### config.mk
export PLATFORM = sky130hd
export DESIGN_NAME = round_robin_task_queue
export DESIGN_NICKNAME = d
export VERILOG_FILES = /design/src/rrtq_pkg.sv /design/src/rrtq_ctrl.sv /design/src/rrtq_datapath.sv /design/src/round_robin_task_queue.sv
export SDC_FILE = /design/constraint.sdc
export NUM_CORES = 1
export LEC_CHECK = 0
export BUFFER_PORTS_ARGS = -buffer_cell sky130_fd_sc_hd__buf_2
export CORE_MARGIN = 5
export CORE_UTILIZATION = 55
export DETAILED_ROUTE_END_ITERATION = 10
export PLACE_DENSITY = 0.73
export SLEW_MARGIN = 20
export SYNTH_ARGS = -nofsm -noshare
export SYNTH_HDL_FRONTEND = slang
export SYNTH_SLANG_ARGS = --single-unit
### constraint.sdc
create_clock -name clk -period 3.3 [get_ports clk]
set_input_delay 0.66 -clock clk [delete_from_list [all_inputs] [get_ports clk]]
set_output_delay 0.66 -clock clk [all_outputs]
set_load 0.02 [all_outputs]
### src/rrtq_pkg.sv
// Package for the round-robin task queue: item types, entry layout, codes, the
// controller state, command and status types. Used by every module of the block.
package rrtq_pkg;

  typedef struct packed {
    logic [1:0] action;
    logic [4:0] target_id;
    logic [2:0] new_state;
  } in_item_t;

  typedef struct packed {
    logic [2:0] status;
    logic [4:0] task_number;
    logic [2:0] old_state;
    logic [2:0] next_state;
    logic       removed;
    logic [4:0] tasks_queued;
  } out_item_t;

  // One queue slot as it is held in the entry memory.
  typedef struct packed {
    logic [4:0] id;
    logic [2:0] st;
  } entry_t;

  // Action codes.
  localparam logic [1:0] ACT_TICK   = 2'd0;
  localparam logic [1:0] ACT_CREATE = 2'd1;
  localparam logic [1:0] ACT_SET    = 2'd2;

  // Task state codes.
  localparam logic [2:0] TS_DEAD    = 3'd0;
  localparam logic [2:0] TS_IDLE    = 3'd1;
  localparam logic [2:0] TS_BLOCKED = 3'd2;
  localparam logic [2:0] TS_READY   = 3'd3;
  localparam logic [2:0] TS_RUNNING = 3'd4;

  // Result status codes.
  localparam logic [2:0] STAT_OK        = 3'd0;
  localparam logic [2:0] STAT_EMPTY     = 3'd1;
  localparam logic [2:0] STAT_FULL      = 3'd2;
  localparam logic [2:0] STAT_NOT_FOUND = 3'd3;
  localparam logic [2:0] STAT_UNCHANGED = 3'd4;

  typedef enum logic [2:0] {
    CS_IDLE,
    CS_DECODE,
    CS_TICK,
    CS_SCAN,
    CS_EMIT
  } rrtq_state_t;

  // Commands from the controller to the datapath.
  typedef struct packed {
    logic latch_in;
    logic decode;
    logic tick_eval;
    logic scan;
    logic emit;
  } rrtq_cmd_t;

  // Status from the datapath to the controller.
  typedef struct packed {
    logic [1:0] action;
    logic       empty;
    logic       scan_end;
    logic       out_free;
  } rrtq_stat_t;

endpackage

### src/rrtq_ctrl.sv
// Controller state machine of the round-robin task queue.
// Depends on rrtq_pkg for the state, command and status types.
module rrtq_ctrl (
  input  logic                clk,
  input  logic                rst_n,
  input  logic                in_valid,
  output logic                in_ready,
  input  rrtq_pkg::rrtq_stat_t stat,
  output rrtq_pkg::rrtq_cmd_t  cmd
);

  rrtq_pkg::rrtq_state_t state_r, state_nxt;

  always_ff @(posedge clk) begin
    if (!rst_n) begin
      state_r <= rrtq_pkg::CS_IDLE;
    end else begin
      state_r <= state_nxt;
    end
  end

  always_comb begin
    state_nxt = state_r;
    case (state_r)
      rrtq_pkg::CS_IDLE: begin
        if (in_valid) state_nxt = rrtq_pkg::CS_DECODE;
      end
      rrtq_pkg::CS_DECODE: begin
        if (!stat.empty && stat.action == rrtq_pkg::ACT_TICK) begin
          state_nxt = rrtq_pkg::CS_TICK;
        end else if (!stat.empty && stat.action == rrtq_pkg::ACT_SET) begin
          state_nxt = rrtq_pkg::CS_SCAN;
        end else begin
          state_nxt = rrtq_pkg::CS_EMIT;
        end
      end
      rrtq_pkg::CS_TICK: begin
        state_nxt = rrtq_pkg::CS_EMIT;
      end
      rrtq_pkg::CS_SCAN: begin
        if (stat.scan_end) state_nxt = rrtq_pkg::CS_EMIT;
      end
      rrtq_pkg::CS_EMIT: begin
        if (stat.out_free) state_nxt = rrtq_pkg::CS_IDLE;
      end
      default: begin
        state_nxt = rrtq_pkg::CS_IDLE;
      end
    endcase
  end

  always_comb begin
    cmd      = '0;
    in_ready = 1'b0;
    case (state_r)
      rrtq_pkg::CS_IDLE: begin
        in_ready     = 1'b1;
        cmd.latch_in = in_valid;
      end
      rrtq_pkg::CS_DECODE: begin
        cmd.decode = 1'b1;
      end
      rrtq_pkg::CS_TICK: begin
        cmd.tick_eval = 1'b1;
      end
      rrtq_pkg::CS_SCAN: begin
        cmd.scan = 1'b1;
      end
      rrtq_pkg::CS_EMIT: begin
        cmd.emit = stat.out_free;
      end
      default: begin
        cmd = '0;
      end
    endcase
  end

endmodule

### src/rrtq_datapath.sv
// Datapath of the round-robin task queue: entry memory, ring pointers,
// counters, search pointer, result staging and output register.
// Depends on rrtq_pkg for item, entry, code and command types.
module rrtq_datapath #(
  parameter int QUEUE_DEPTH = 16
) (
  input  logic                 clk,
  input  logic                 rst_n,
  input  rrtq_pkg::in_item_t   in_data,
  output logic                 out_valid,
  input  logic                 out_ready,
  output rrtq_pkg::out_item_t  out_data,
  input  rrtq_pkg::rrtq_cmd_t  cmd,
  output rrtq_pkg::rrtq_stat_t stat
);

  localparam int PTR_W = $clog2(QUEUE_DEPTH);
  localparam int CNT_W = $clog2(QUEUE_DEPTH + 1);
  localparam logic [PTR_W-1:0] LAST_SLOT = PTR_W'(QUEUE_DEPTH - 1);
  localparam logic [CNT_W-1:0] FULL_CNT  = CNT_W'(QUEUE_DEPTH);

  rrtq_pkg::entry_t    mem [QUEUE_DEPTH];
  rrtq_pkg::entry_t    rd_data_r;
  logic [PTR_W-1:0]    rd_addr, rd_addr_r;
  logic                wr_en;
  logic [PTR_W-1:0]    wr_addr;
  rrtq_pkg::entry_t    wr_data;

  rrtq_pkg::in_item_t  item_r;
  logic [PTR_W-1:0]    head_r, head_nxt;
  logic [PTR_W-1:0]    tail_r, tail_nxt;
  logic [CNT_W-1:0]    count_r, count_nxt;
  logic [4:0]          worker_r, worker_nxt;
  logic [PTR_W-1:0]    scan_r, scan_nxt;
  logic [CNT_W-1:0]    seen_r, seen_nxt;
  rrtq_pkg::out_item_t res_r, res_nxt;
  rrtq_pkg::out_item_t emit_data;
  rrtq_pkg::out_item_t out_r;
  logic                out_valid_r, out_valid_nxt;

  logic                match;
  logic                scan_last;

  function automatic logic [PTR_W-1:0] ring_next(input logic [PTR_W-1:0] p);
    ring_next = (p == LAST_SLOT) ? '0 : p + 1'b1;
  endfunction

  assign match     = (rd_data_r.id == item_r.target_id);
  assign scan_last = (seen_r == count_r);

  assign stat.action   = item_r.action;
  assign stat.empty    = (count_r == '0);
  assign stat.scan_end = match || scan_last;
  assign stat.out_free = !out_valid_r || out_ready;

  // Entry memory: one write port, one registered read port.
  always_ff @(posedge clk) begin
    if (wr_en) mem[wr_addr] <= wr_data;
  end

  always_ff @(posedge clk) begin
    rd_data_r <= mem[rd_addr];
    rd_addr_r <= rd_addr;
  end

  always_comb begin
    head_nxt      = head_r;
    tail_nxt      = tail_r;
    count_nxt     = count_r;
    worker_nxt    = worker_r;
    scan_nxt      = scan_r;
    seen_nxt      = seen_r;
    res_nxt       = res_r;
    rd_addr       = scan_r;
    wr_en         = 1'b0;
    wr_addr       = tail_r;
    wr_data       = rd_data_r;
    out_valid_nxt = out_valid_r;

    if (cmd.decode) begin
      res_nxt = '0;
      rd_addr = head_r;
      case (item_r.action)
        rrtq_pkg::ACT_TICK: begin
          if (count_r == '0) res_nxt.status = rrtq_pkg::STAT_EMPTY;
        end
        rrtq_pkg::ACT_CREATE: begin
          if (count_r == FULL_CNT) begin
            res_nxt.status = rrtq_pkg::STAT_FULL;
          end else begin
            worker_nxt         = worker_r + 5'd1;
            wr_en              = 1'b1;
            wr_data.id         = worker_nxt;
            wr_data.st         = (count_r == '0) ? rrtq_pkg::TS_RUNNING
                                                 : rrtq_pkg::TS_READY;
            tail_nxt           = ring_next(tail_r);
            count_nxt          = count_r + 1'b1;
            res_nxt.task_number = worker_nxt;
            res_nxt.next_state  = wr_data.st;
          end
        end
        rrtq_pkg::ACT_SET: begin
          if (count_r == '0) begin
            res_nxt.status = rrtq_pkg::STAT_EMPTY;
          end else begin
            scan_nxt = ring_next(head_r);
            seen_nxt = CNT_W'(1);
          end
        end
        default: begin
          res_nxt = '0;
        end
      endcase
    end

    if (cmd.tick_eval) begin
      res_nxt.status      = rrtq_pkg::STAT_OK;
      res_nxt.task_number = rd_data_r.id;
      res_nxt.old_state   = rd_data_r.st;
      head_nxt            = ring_next(head_r);
      if (rd_data_r.st == rrtq_pkg::TS_DEAD) begin
        count_nxt          = count_r - 1'b1;
        worker_nxt         = (worker_r != '0) ? worker_r - 5'd1 : worker_r;
        res_nxt.next_state = rd_data_r.st;
        res_nxt.removed    = 1'b1;
      end else begin
        wr_en              = 1'b1;
        wr_data.id         = rd_data_r.id;
        wr_data.st         = (rd_data_r.st == rrtq_pkg::TS_READY) ?
                             rrtq_pkg::TS_RUNNING : rrtq_pkg::TS_READY;
        tail_nxt           = ring_next(tail_r);
        res_nxt.next_state = wr_data.st;
      end
    end

    if (cmd.scan) begin
      res_nxt.task_number = item_r.target_id;
      if (match) begin
        res_nxt.old_state = rd_data_r.st;
        if (rd_data_r.st == item_r.new_state ||
            !(item_r.new_state inside {[rrtq_pkg::TS_DEAD:rrtq_pkg::TS_RUNNING]})) begin
          res_nxt.status     = rrtq_pkg::STAT_UNCHANGED;
          res_nxt.next_state = rd_data_r.st;
        end else begin
          res_nxt.status     = rrtq_pkg::STAT_OK;
          res_nxt.next_state = item_r.new_state;
          wr_en              = 1'b1;
          wr_addr            = rd_addr_r;
          wr_data.id         = rd_data_r.id;
          wr_data.st         = item_r.new_state;
        end
      end else if (scan_last) begin
        res_nxt.status = rrtq_pkg::STAT_NOT_FOUND;
      end else begin
        scan_nxt = ring_next(scan_r);
        seen_nxt = seen_r + 1'b1;
      end
    end

    if (cmd.emit) begin
      out_valid_nxt = 1'b1;
    end else if (out_ready) begin
      out_valid_nxt = 1'b0;
    end
  end

  // The staged result with the current entry count filled in.
  always_comb begin
    emit_data              = res_r;
    emit_data.tasks_queued = 5'(count_r);
  end

  always_ff @(posedge clk) begin
    if (!rst_n) begin
      head_r      <= '0;
      tail_r      <= '0;
      count_r     <= '0;
      worker_r    <= '0;
      out_valid_r <= 1'b0;
    end else begin
      head_r      <= head_nxt;
      tail_r      <= tail_nxt;
      count_r     <= count_nxt;
      worker_r    <= worker_nxt;
      out_valid_r <= out_valid_nxt;
    end
  end

  always_ff @(posedge clk) begin
    if (cmd.latch_in) item_r <= in_data;
    scan_r <= scan_nxt;
    seen_r <= seen_nxt;
    res_r  <= res_nxt;
    if (cmd.emit) out_r <= emit_data;
  end

  assign out_valid = out_valid_r;
  assign out_data  = out_r;

endmodule

### src/round_robin_task_queue.sv
// Top level of the round-robin task queue: joins controller and datapath.
// Depends on rrtq_pkg, rrtq_ctrl and rrtq_datapath.
//
// The block holds a ring of up to QUEUE_DEPTH tasks, each an id and a state,
// and works on one action at a time. A tick goes from decode through a tick
// update to the load of the output register; create, actions on an empty
// ring and the unused action code go from decode straight to the load. A set
// searches the ring from the front one entry per cycle through the single
// read port of the entry memory, until it finds the id or has looked at every
// queued entry, and then loads the output register. After the load the block
// returns to idle before it takes the next action.
// The result sits in an output register; the next action is taken while it
// waits, and the block holds that next result back until the first one is
// transferred. The entry memory has no reset and needs no clearing pass.
module round_robin_task_queue #(
  parameter int QUEUE_DEPTH = 16
) (
  input  logic                clk,
  input  logic                rst_n,
  input  logic                in_valid,
  output logic                in_ready,
  input  rrtq_pkg::in_item_t  in_data,
  output logic                out_valid,
  input  logic                out_ready,
  output rrtq_pkg::out_item_t out_data
);

  // Command and status groups between the controller and the datapath.
  rrtq_pkg::rrtq_cmd_t  cmd;
  rrtq_pkg::rrtq_stat_t stat;

  // The controller sequences each action: decode, then a tick update or a search
  // where the action needs one, then the load of the output register.
  rrtq_ctrl u_ctrl (
    .clk      (clk),
    .rst_n    (rst_n),
    .in_valid (in_valid),
    .in_ready (in_ready),
    .stat     (stat),
    .cmd      (cmd)
  );

  // The datapath owns the entry memory, the ring pointers and counters,
  // and the output register.
  rrtq_datapath #(
    .QUEUE_DEPTH (QUEUE_DEPTH)
  ) u_datapath (
    .clk       (clk),
    .rst_n     (rst_n),
    .in_data   (in_data),
    .out_valid (out_valid),
    .out_ready (out_ready),
    .out_data  (out_data),
    .cmd       (cmd),
    .stat      (stat)
  );

endmodule

Yosys cells after proc, flatten, opt, wreduce, memory -nomap -nowiden
Memories as Yosys holds them, arrays and structs flattened. A register that Yosys moved wholly into a read port is not among the register bits.
Index checks and enable logic that the tools add are counted.
{"block": "op_classes", "n_reduce_logical": 18, "n_eq_ne": 18, "n_lt_le_gt_ge": 2, "muxes": 86, "n_addsub": 8}
{"operator": "5-bit two-way mux", "count": 19}
{"operator": "4-bit two-way mux", "count": 18}
{"operator": "8-bit two-way mux", "count": 8}
{"operator": "3-bit two-way mux", "count": 14}
{"operator": "1-bit two-way mux", "count": 20}
{"operator": "20-bit two-way mux", "count": 1}
{"operator": "5-bit by 1-bit adder with 5-bit output, second input constant", "count": 3}
{"operator": "15-bit two-way mux", "count": 1}
{"operator": "3-bit one-hot mux with 5 select lines", "count": 1}
{"operator": "14-bit two-way mux", "count": 1}
{"operator": "4-bit by 1-bit adder with 4-bit output, second input constant", "count": 3}
{"operator": "4-bit equality test, second input constant", "count": 3}
{"operator": "5-bit equality test", "count": 2}
{"operator": "5-bit by 1-bit subtractor with 5-bit output, second input constant", "count": 2}
{"operator": "3-bit by 2-bit equality test with 1-bit output, second input constant", "count": 3}
{"operator": "3-bit logical NOT", "count": 2}
{"operator": "6-bit two-way mux", "count": 1}
{"operator": "5-bit equality test, second input constant", "count": 1}
{"operator": "5-bit logical NOT", "count": 1}
{"operator": "5-bit nonzero test", "count": 1}
{"operator": "2-bit != test, second input constant", "count": 2}
{"operator": "2-bit one-hot mux with 2 select lines", "count": 1}
{"operator": "3-bit by 1-bit equality test with 1-bit output, second input constant", "count": 1}
{"operator": "3-bit equality test", "count": 1}
{"operator": "other kinds (16)", "count": 22}
{"block": "totals", "n_memories": 1, "mem_bits_rw": 128, "reg_bits": 80, "in_bits": 14, "out_inout_bits": 22}
{"name": "u_datapath.mem", "words": 16, "word_bits": 8, "rd": 1, "rd_ports_with_merged_regs": 1, "wr": 1, "line_no": "rrtq_datapath.sv:22", "text": "rrtq_pkg::entry_t mem [QUEUE_DEPTH];"}

Depth between registers and ports, before layout
{"block": "logic_depth", "depth_word": 11, "mapped_depth": 9, "mapped_depth_nobuf": 8}

Modules after synthesis
Synthesis repeated with hierarchy kept, for this count alone.
{"block": "unflattened", "cells_unflattened": 730, "hier_area_um2": 9405.3}
{"mod": "rrtq_datapath", "instances": 1, "seq_area_each_um2": 5895.7, "cells_each": 702, "area_per_inst_um2": 9155.0}
{"mod": "rrtq_ctrl", "instances": 1, "seq_area_each_um2": 60.1, "cells_each": 28, "area_per_inst_um2": 250.2}

Least setup slack after synthesis
OpenSTA, ideal clock, no wires.
{"block": "synth_timing", "path_kind": "flip-flop to flip-flop", "from": "register, netlist name u_datapath.rd_data_r[0]", "to": "memory u_datapath.mem[3][0] (netlist name) (enable)", "stages_incl_launch_ff": 7, "t_arrival_ns": 2.328, "required_ns": 2.902, "setup_ns": 0.398, "path_slack_ns": 0.575, "path_cell_list": "dfxtp_1 > clkbuf_1 > nor3_1 > a21oi_1 > o31ai_1 > a2111o_1 > o41ai_1"}
{"block": "synth_via", "elab_chain_cells": 8, "word_cells_on_any_way": 13}
{"element": "3-bit logical NOT", "line_no": "rrtq_datapath.sv:121", "text": "if (rd_data_r.st == rrtq_pkg::TS_DEAD) begin"}
{"element": "1-bit two-way mux", "line_no": "rrtq_datapath.sv:121"}
{"element": "1-bit two-way mux", "line_no": "rrtq_datapath.sv:116", "text": "if (cmd.tick_eval) begin"}
{"element": "1-bit two-way mux", "line_no": "rrtq_datapath.sv:140", "text": "if (rd_data_r.st == item_r.new_state ||"}
{"element": "1-bit two-way mux", "line_no": "rrtq_datapath.sv:138", "text": "if (match) begin"}
{"element": "1-bit two-way mux", "line_no": "rrtq_datapath.sv:136", "text": "if (cmd.scan) begin"}
{"element": "1-bit two-way mux", "line_no": "rrtq_datapath.sv:58", "text": "if (wr_en) mem[wr_addr] <= wr_data;"}
{"element": "1-bit two-way mux (not written as such)", "line_no": "rrtq_datapath.sv:58"}
{"element": "end: declaration", "line_no": "rrtq_datapath.sv:22"}
Parallel ways exist; a longest one is shown, timed or not.

Final worst setup path
{"block": "layout_timing", "from": "register u_datapath.count_r[0]", "to": "memory u_datapath.mem[7][2] (netlist name) (enable)"}
{"block": "layout_via", "elab_chain_cells": 11}
{"element": "start: declaration", "line_no": "rrtq_datapath.sv:32", "text": "logic [CNT_W-1:0] count_r, count_nxt;"}
{"element": "start signal: assignment", "line_no": "rrtq_datapath.sv:183", "text": "count_r <= count_nxt;"}
{"element": "5-bit equality test *", "line_no": "rrtq_datapath.sv:88", "text": "if (count_r == FULL_CNT) begin"}
{"element": "1-bit two-way mux *", "line_no": "rrtq_datapath.sv:88"}
{"element": "1-bit two-way mux *", "line_no": "rrtq_datapath.sv:83", "text": "case (item_r.action)"}
{"element": "1-bit two-way mux *", "line_no": "rrtq_datapath.sv:80", "text": "if (cmd.decode) begin"}
{"element": "1-bit two-way mux", "line_no": "rrtq_datapath.sv:121"}
{"element": "1-bit two-way mux *", "line_no": "rrtq_datapath.sv:116"}
{"element": "1-bit two-way mux", "line_no": "rrtq_datapath.sv:140"}
{"element": "1-bit two-way mux", "line_no": "rrtq_datapath.sv:138"}
{"element": "1-bit two-way mux *", "line_no": "rrtq_datapath.sv:136"}
{"element": "1-bit two-way mux *", "line_no": "rrtq_datapath.sv:58"}
{"element": "1-bit two-way mux (not written as such) *", "line_no": "rrtq_datapath.sv:58"}
Every way passes the cells marked *; elsewhere a longest branch is shown, timed or not.

==> flow_summary.rst <==
.. list-table::
   :header-rows: 1

   * - Metric
     - Value
   * - Number of hold buffers added after CTS
     - 0
   * - Comb pwr share
     - 0.088
   * - Type of the worst min-delay path
     - in -> reg
   * - Synthesized Nets
     - approximately 730
   * - Number of library cell types mapped by synthesis
     - 60
   * - Starting utilization of the core area
     - 0.556
   * - Number of ports placed on the die boundary
     - 36
   * - Terminus of the critical flop-to-flop path
     - u_datapath.mem[7][2]
   * - Number of remaining DRC errors
     - 0
   * - Cell breakdown of the critical path
     - inv_1 > ha_1 > and4bb_2 > o32ai_1 > buf_4 > nand2_1 > nor2_1 > nand3_1 > o21ai_0 > buf_4
   * - Routed length per instance
     - a little under 20 um
   * - Post-synth EDFFs
     - around 160
   * - Max-slew headroom
     - 0.268
   * - Critical Path Fanout Max
     - 8
   * - Post-placement cell count
     - 956
   * - Max-cap violation count
     - 0
   * - TritonCTS clock tree
     - built
   * - Internal Dissipation
     - approximately 4.7 mW
   * - Max Root-Sink Buffers
     - 3
   * - Period minus WS final
     - approximately 3.1 ns
   * - Clock-pin slew of the registers on the worst-case setup and hold paths
     - 0.06 ns
   * - Net switching power figure
     - ~1.4 mW
   * - Fill cell instance count of the final layout
     - roughly 1.2k
   * - Sort of element at the end of the critical path
     - flip-flop
   * - Root buffer cell
     - clkbuf_16
   * - Switching power share of the total
     - 0.231
   * - Detailed Route WL
     - around 20000 um
   * - Port buffer count
     - 35
   * - Data arrival time of the critical path
     - about 3.3 ns
   * - Global placement routability congestion
     - roughly 0.89
   * - Final global-route overflow total
     - 0
   * - Crit path required time
     - 3.51 ns
   * - Gate Count Post-Synth
     - 700
   * - Critical path depth
     - 10
   * - Htree depth
     - 1
   * - Fmax
     - between 0.3 and 0.4 GHz
   * - CP peak stage delay
     - 0.54 ns
   * - Dominant delay contributor by cell family on the critical path
     - simple AND/OR/NAND/NOR gates
   * - Antenna violations before repair
     - 0
   * - Detailed-route via count
     - around 6.0k
   * - Vias per inst
     - roughly 6.0
   * - Tot GR Track Use
     - 0.200
   * - Post-layout nets
     - about 800
   * - Post-route antenna net violation count
     - 0
   * - Total power of the final layout
     - slightly above 6 mW
   * - Die Footprint
     - approximately 19000 um^2
   * - Standard cell with the maximum stage delay on the critical path
     - o32ai_1
   * - First-pass GRT wire length
     - ~31000 um
   * - Number of setup violations in the final report
     - 0
   * - Worst-case reg-to-reg path depth
     - 10
   * - Start point of the critical path
     - u_datapath.count_r[0]
   * - Transition time at the pin with the least slew margin
     - 1.09 ns
   * - Area of the multi-input gates
     - about 3000 um^2
   * - Origin of the critical flop-to-flop path
     - u_datapath.count_r[0]
   * - Post-synthesis cell type with the largest combined area
     - edfxtp_1
   * - First DRT Iteration DRCs
     - 540
   * - Reg area
     - around 6000 um^2
   * - Post-DP HPWL
     - between 10000 and 15000 um
   * - Clock insertion delay at the later pin of the skew report
     - around 0.5 ns
   * - Num CTS Buffers
     - 23
   * - Die Width
     - 139 um
   * - Post-synth top flop
     - edfxtp_1
   * - Via count of the first global-routing pass
     - around 6k
   * - Part of the power in the clock network
     - 0.399
   * - Post-synthesis sequential element count
     - between 200 and 250
   * - Post-synthesis area per instance
     - ~13 um^2
   * - Ranking of synthesized cells by area
     - edfxtp_1, dfxtp_1, mux2i_1, o22ai_1, nand2_1
   * - Aggregate negative setup slack
     - 0 ns
   * - Standard-cell row count
     - between 40 and 50
   * - Pin count of the biggest net entering global routing
     - 66
   * - TritonCTS Sinks
     - around 220
   * - First-pass detailed-route iteration total
     - 5
   * - Run status
     - finished clean
   * - Path type of the worst setup path
     - reg -> reg
   * - Post-synth top area share
     - 0.537
   * - Synth-to-layout area growth
     - 14.2%
   * - Total count of hold-check failures in the final report
     - 0
   * - Total count of max-transition violations in the final report
     - 0
   * - Share of final-layout standard cells stronger than drive strength 1
     - 0.145
   * - Number of warnings reported in the yosys synthesis log
     - 0
   * - Total inserted antenna cells
     - 0
   * - Buffer and inverter count on the worst path
     - 3
   * - Static Leakage
     - approximately 4.0 nW
   * - RSZ-0062 raised after global routing
     - false
   * - Power per unit of standard cell area
     - between 500 and 600 nW/um^2
   * - Number of instances resized during post-cts repair
     - 0
   * - Largest clock skew in the final design
     - about 0.015 ns
   * - Register area share after synthesis
     - 0.653
   * - Share of the clock period used by the worst path
     - 0.925
   * - Worst ir drop on vdd
     - about 0.5 mV
   * - Flop2flop setup slack
     - roughly 0.25 ns
   * - Core Box Area
     - 16400 um^2
   * - Crit-path most repeated cell
     - buf_4
   * - Final cell count without fillers
     - 998
   * - Y dimension of the die
     - 139 um
   * - Fraction of synthesis flops using an asynchronous set or reset pin
     - 0
   * - Number of setup buffers added after CTS
     - 0
   * - Share of total power in sequential cells
     - 0.513
   * - Post-placement setup slack
     - 0.420 ns
   * - Post-Synthesis Cell Area
     - 9120 um^2
   * - Setup crit start kind
     - flip-flop
   * - Worst Setup Slack, final
     - roughly 0.25 ns
   * - Destination of the critical timing path
     - u_datapath.mem[7][2]
state kept, by name, summed over array words and instances (netlist names), 3 cells and up:
signal,flops
u_datapath.emit_data,15
u_datapath.tail_r,4
u_datapath.mem,128
u_datapath.out_data,20
u_datapath.seen_r,5
u_datapath.worker_r,5
u_datapath.item_r,8
u_datapath.rd_addr_r,4
u_datapath.count_r,5
u_datapath.scan_r,4
u_datapath.rd_data_r,8
u_ctrl.state_r,3
u_datapath.head_r,4
metrics by stage:
step                      hold WS, ns   util  area (um^2)
after floorplan                 0.400      -         9120
after global placement          0.403  0.590         9680
after detailed placement        0.407  0.590         9680
after CTS                       0.306  0.635        10400
after global routing            0.301  0.635        10400
final                           0.322  0.635        10400
placed cells by master, fill, tap and decap left out, types with 5 or more instances in the layout:
| cell type | count |
|---|---|
| edfxtp_1 | 163 |
| mux2i_1 | 67 |
| dfxtp_1 | 53 |
| nand2_1 | 52 |
| nor2_1 | 42 |
| o22ai_1 | 35 |
| buf_2 | 35 |
| o21ai_0 | 34 |
| a21oi_1 | 27 |
| buf_4 | 26 |
| clkbuf_16 | 23 |
| nand3_1 | 20 |
| inv_1 | 15 |
| xor2_1 | 13 |
| xnor2_1 | 11 |
| ha_1 | 11 |
| and2_1 | 10 |
| nor3_1 | 9 |
| a31oi_1 | 9 |
| clkbuf_1 | 9 |
| or4_1 | 8 |
| a21boi_0 | 8 |
| nor2b_1 | 7 |
| and3_1 | 6 |
| nor3b_1 | 6 |
| a22oi_1 | 5 |
power by group through the flow:
| stage | combinational (mW) | clock [mW] | sequential (mW) |
|---|---|---|---|
| CTS | 0.539 | 2.51 | 3.15 |
| global placement | 0.517 | 0 | 3.21 |
| finish | 0.541 | 2.45 | 3.16 |
| detailed placement | 0.535 | 0 | 3.21 |
| floorplan | 0.384 | 0 | 3.19 |
| global route | 0.593 | 2.62 | 3.16 |
worst reg2reg max path: stages, from the launching register on:
cell and delay, ns:
dfxtp_1 0.47, inv_1 0.14, ha_1 0.26, and4bb_2 0.30, o32ai_1 0.54, buf_4 0.24, nand2_1 0.08, nor2_1 0.24
nand3_1 0.15, o21ai_0 0.11, buf_4 0.22
synthesized netlist by cell type, types with 11 or more instances:
master and count:
edfxtp_1 163, nand2_1 52, a21oi_1 27, mux2i_1 68
xor2_1 13, dfxtp_1 53, ha_1 11, o21ai_0 34
inv_1 15, nor2_1 42, xnor2_1 11, o22ai_1 35
clkbuf_1 16, nand3_1 20
routing by layer:
metal / track usage / wire, um
met4: 0.0669 / 571
met5: 0 / 0
met2: 0.335 / 9440
met1: 0.266 / 8210
met3: 0.0348 / 1360
area by class of cell:
type | count | area share
clock inverter | 7 | 0.00769
sequential | 216 | 0.572
clock buffer | 35 | 0.0625
timing repair buffer | 62 | 0.0375
tap | 220 | 0.0264
multi-input combinational | 442 | 0.288
inverter | 16 | 0.00577
worst min path at each step:
stage / from / endpoint / slack (ns) / depth (start not counted)
final: in_data[4] / u_datapath.item_r[4] / 0.32 / 1
after global routing: in_data[3] / u_datapath.item_r[3] / 0.30 / 1
after CTS: in_data[4] / u_datapath.item_r[4] / 0.31 / 1
after detailed placement: u_datapath.emit_data[14] / u_datapath.out_data[14] / 0.41 / 0
after global placement: u_datapath.emit_data[14] / u_datapath.out_data[14] / 0.40 / 0
after floorplan: u_datapath.emit_data[12] / u_datapath.out_data[12] / 0.40 / 0
logic make-up (layout without fill, tap and decap cells):
group                    Yosys count  in the layout  synth area share
adder cells (fa/ha/maj)           11             11            0.0151
AND/OR/NAND/NOR                  187            187             0.104
multiplexers                      75             75            0.0870
XOR/XNOR                          24             24            0.0231
flip-flops                       216            216             0.653
buffers and inverters             42            120            0.0191
AO/OA/AOI/OAI                    145            145            0.0985
(Power assumes the default switching activity.)
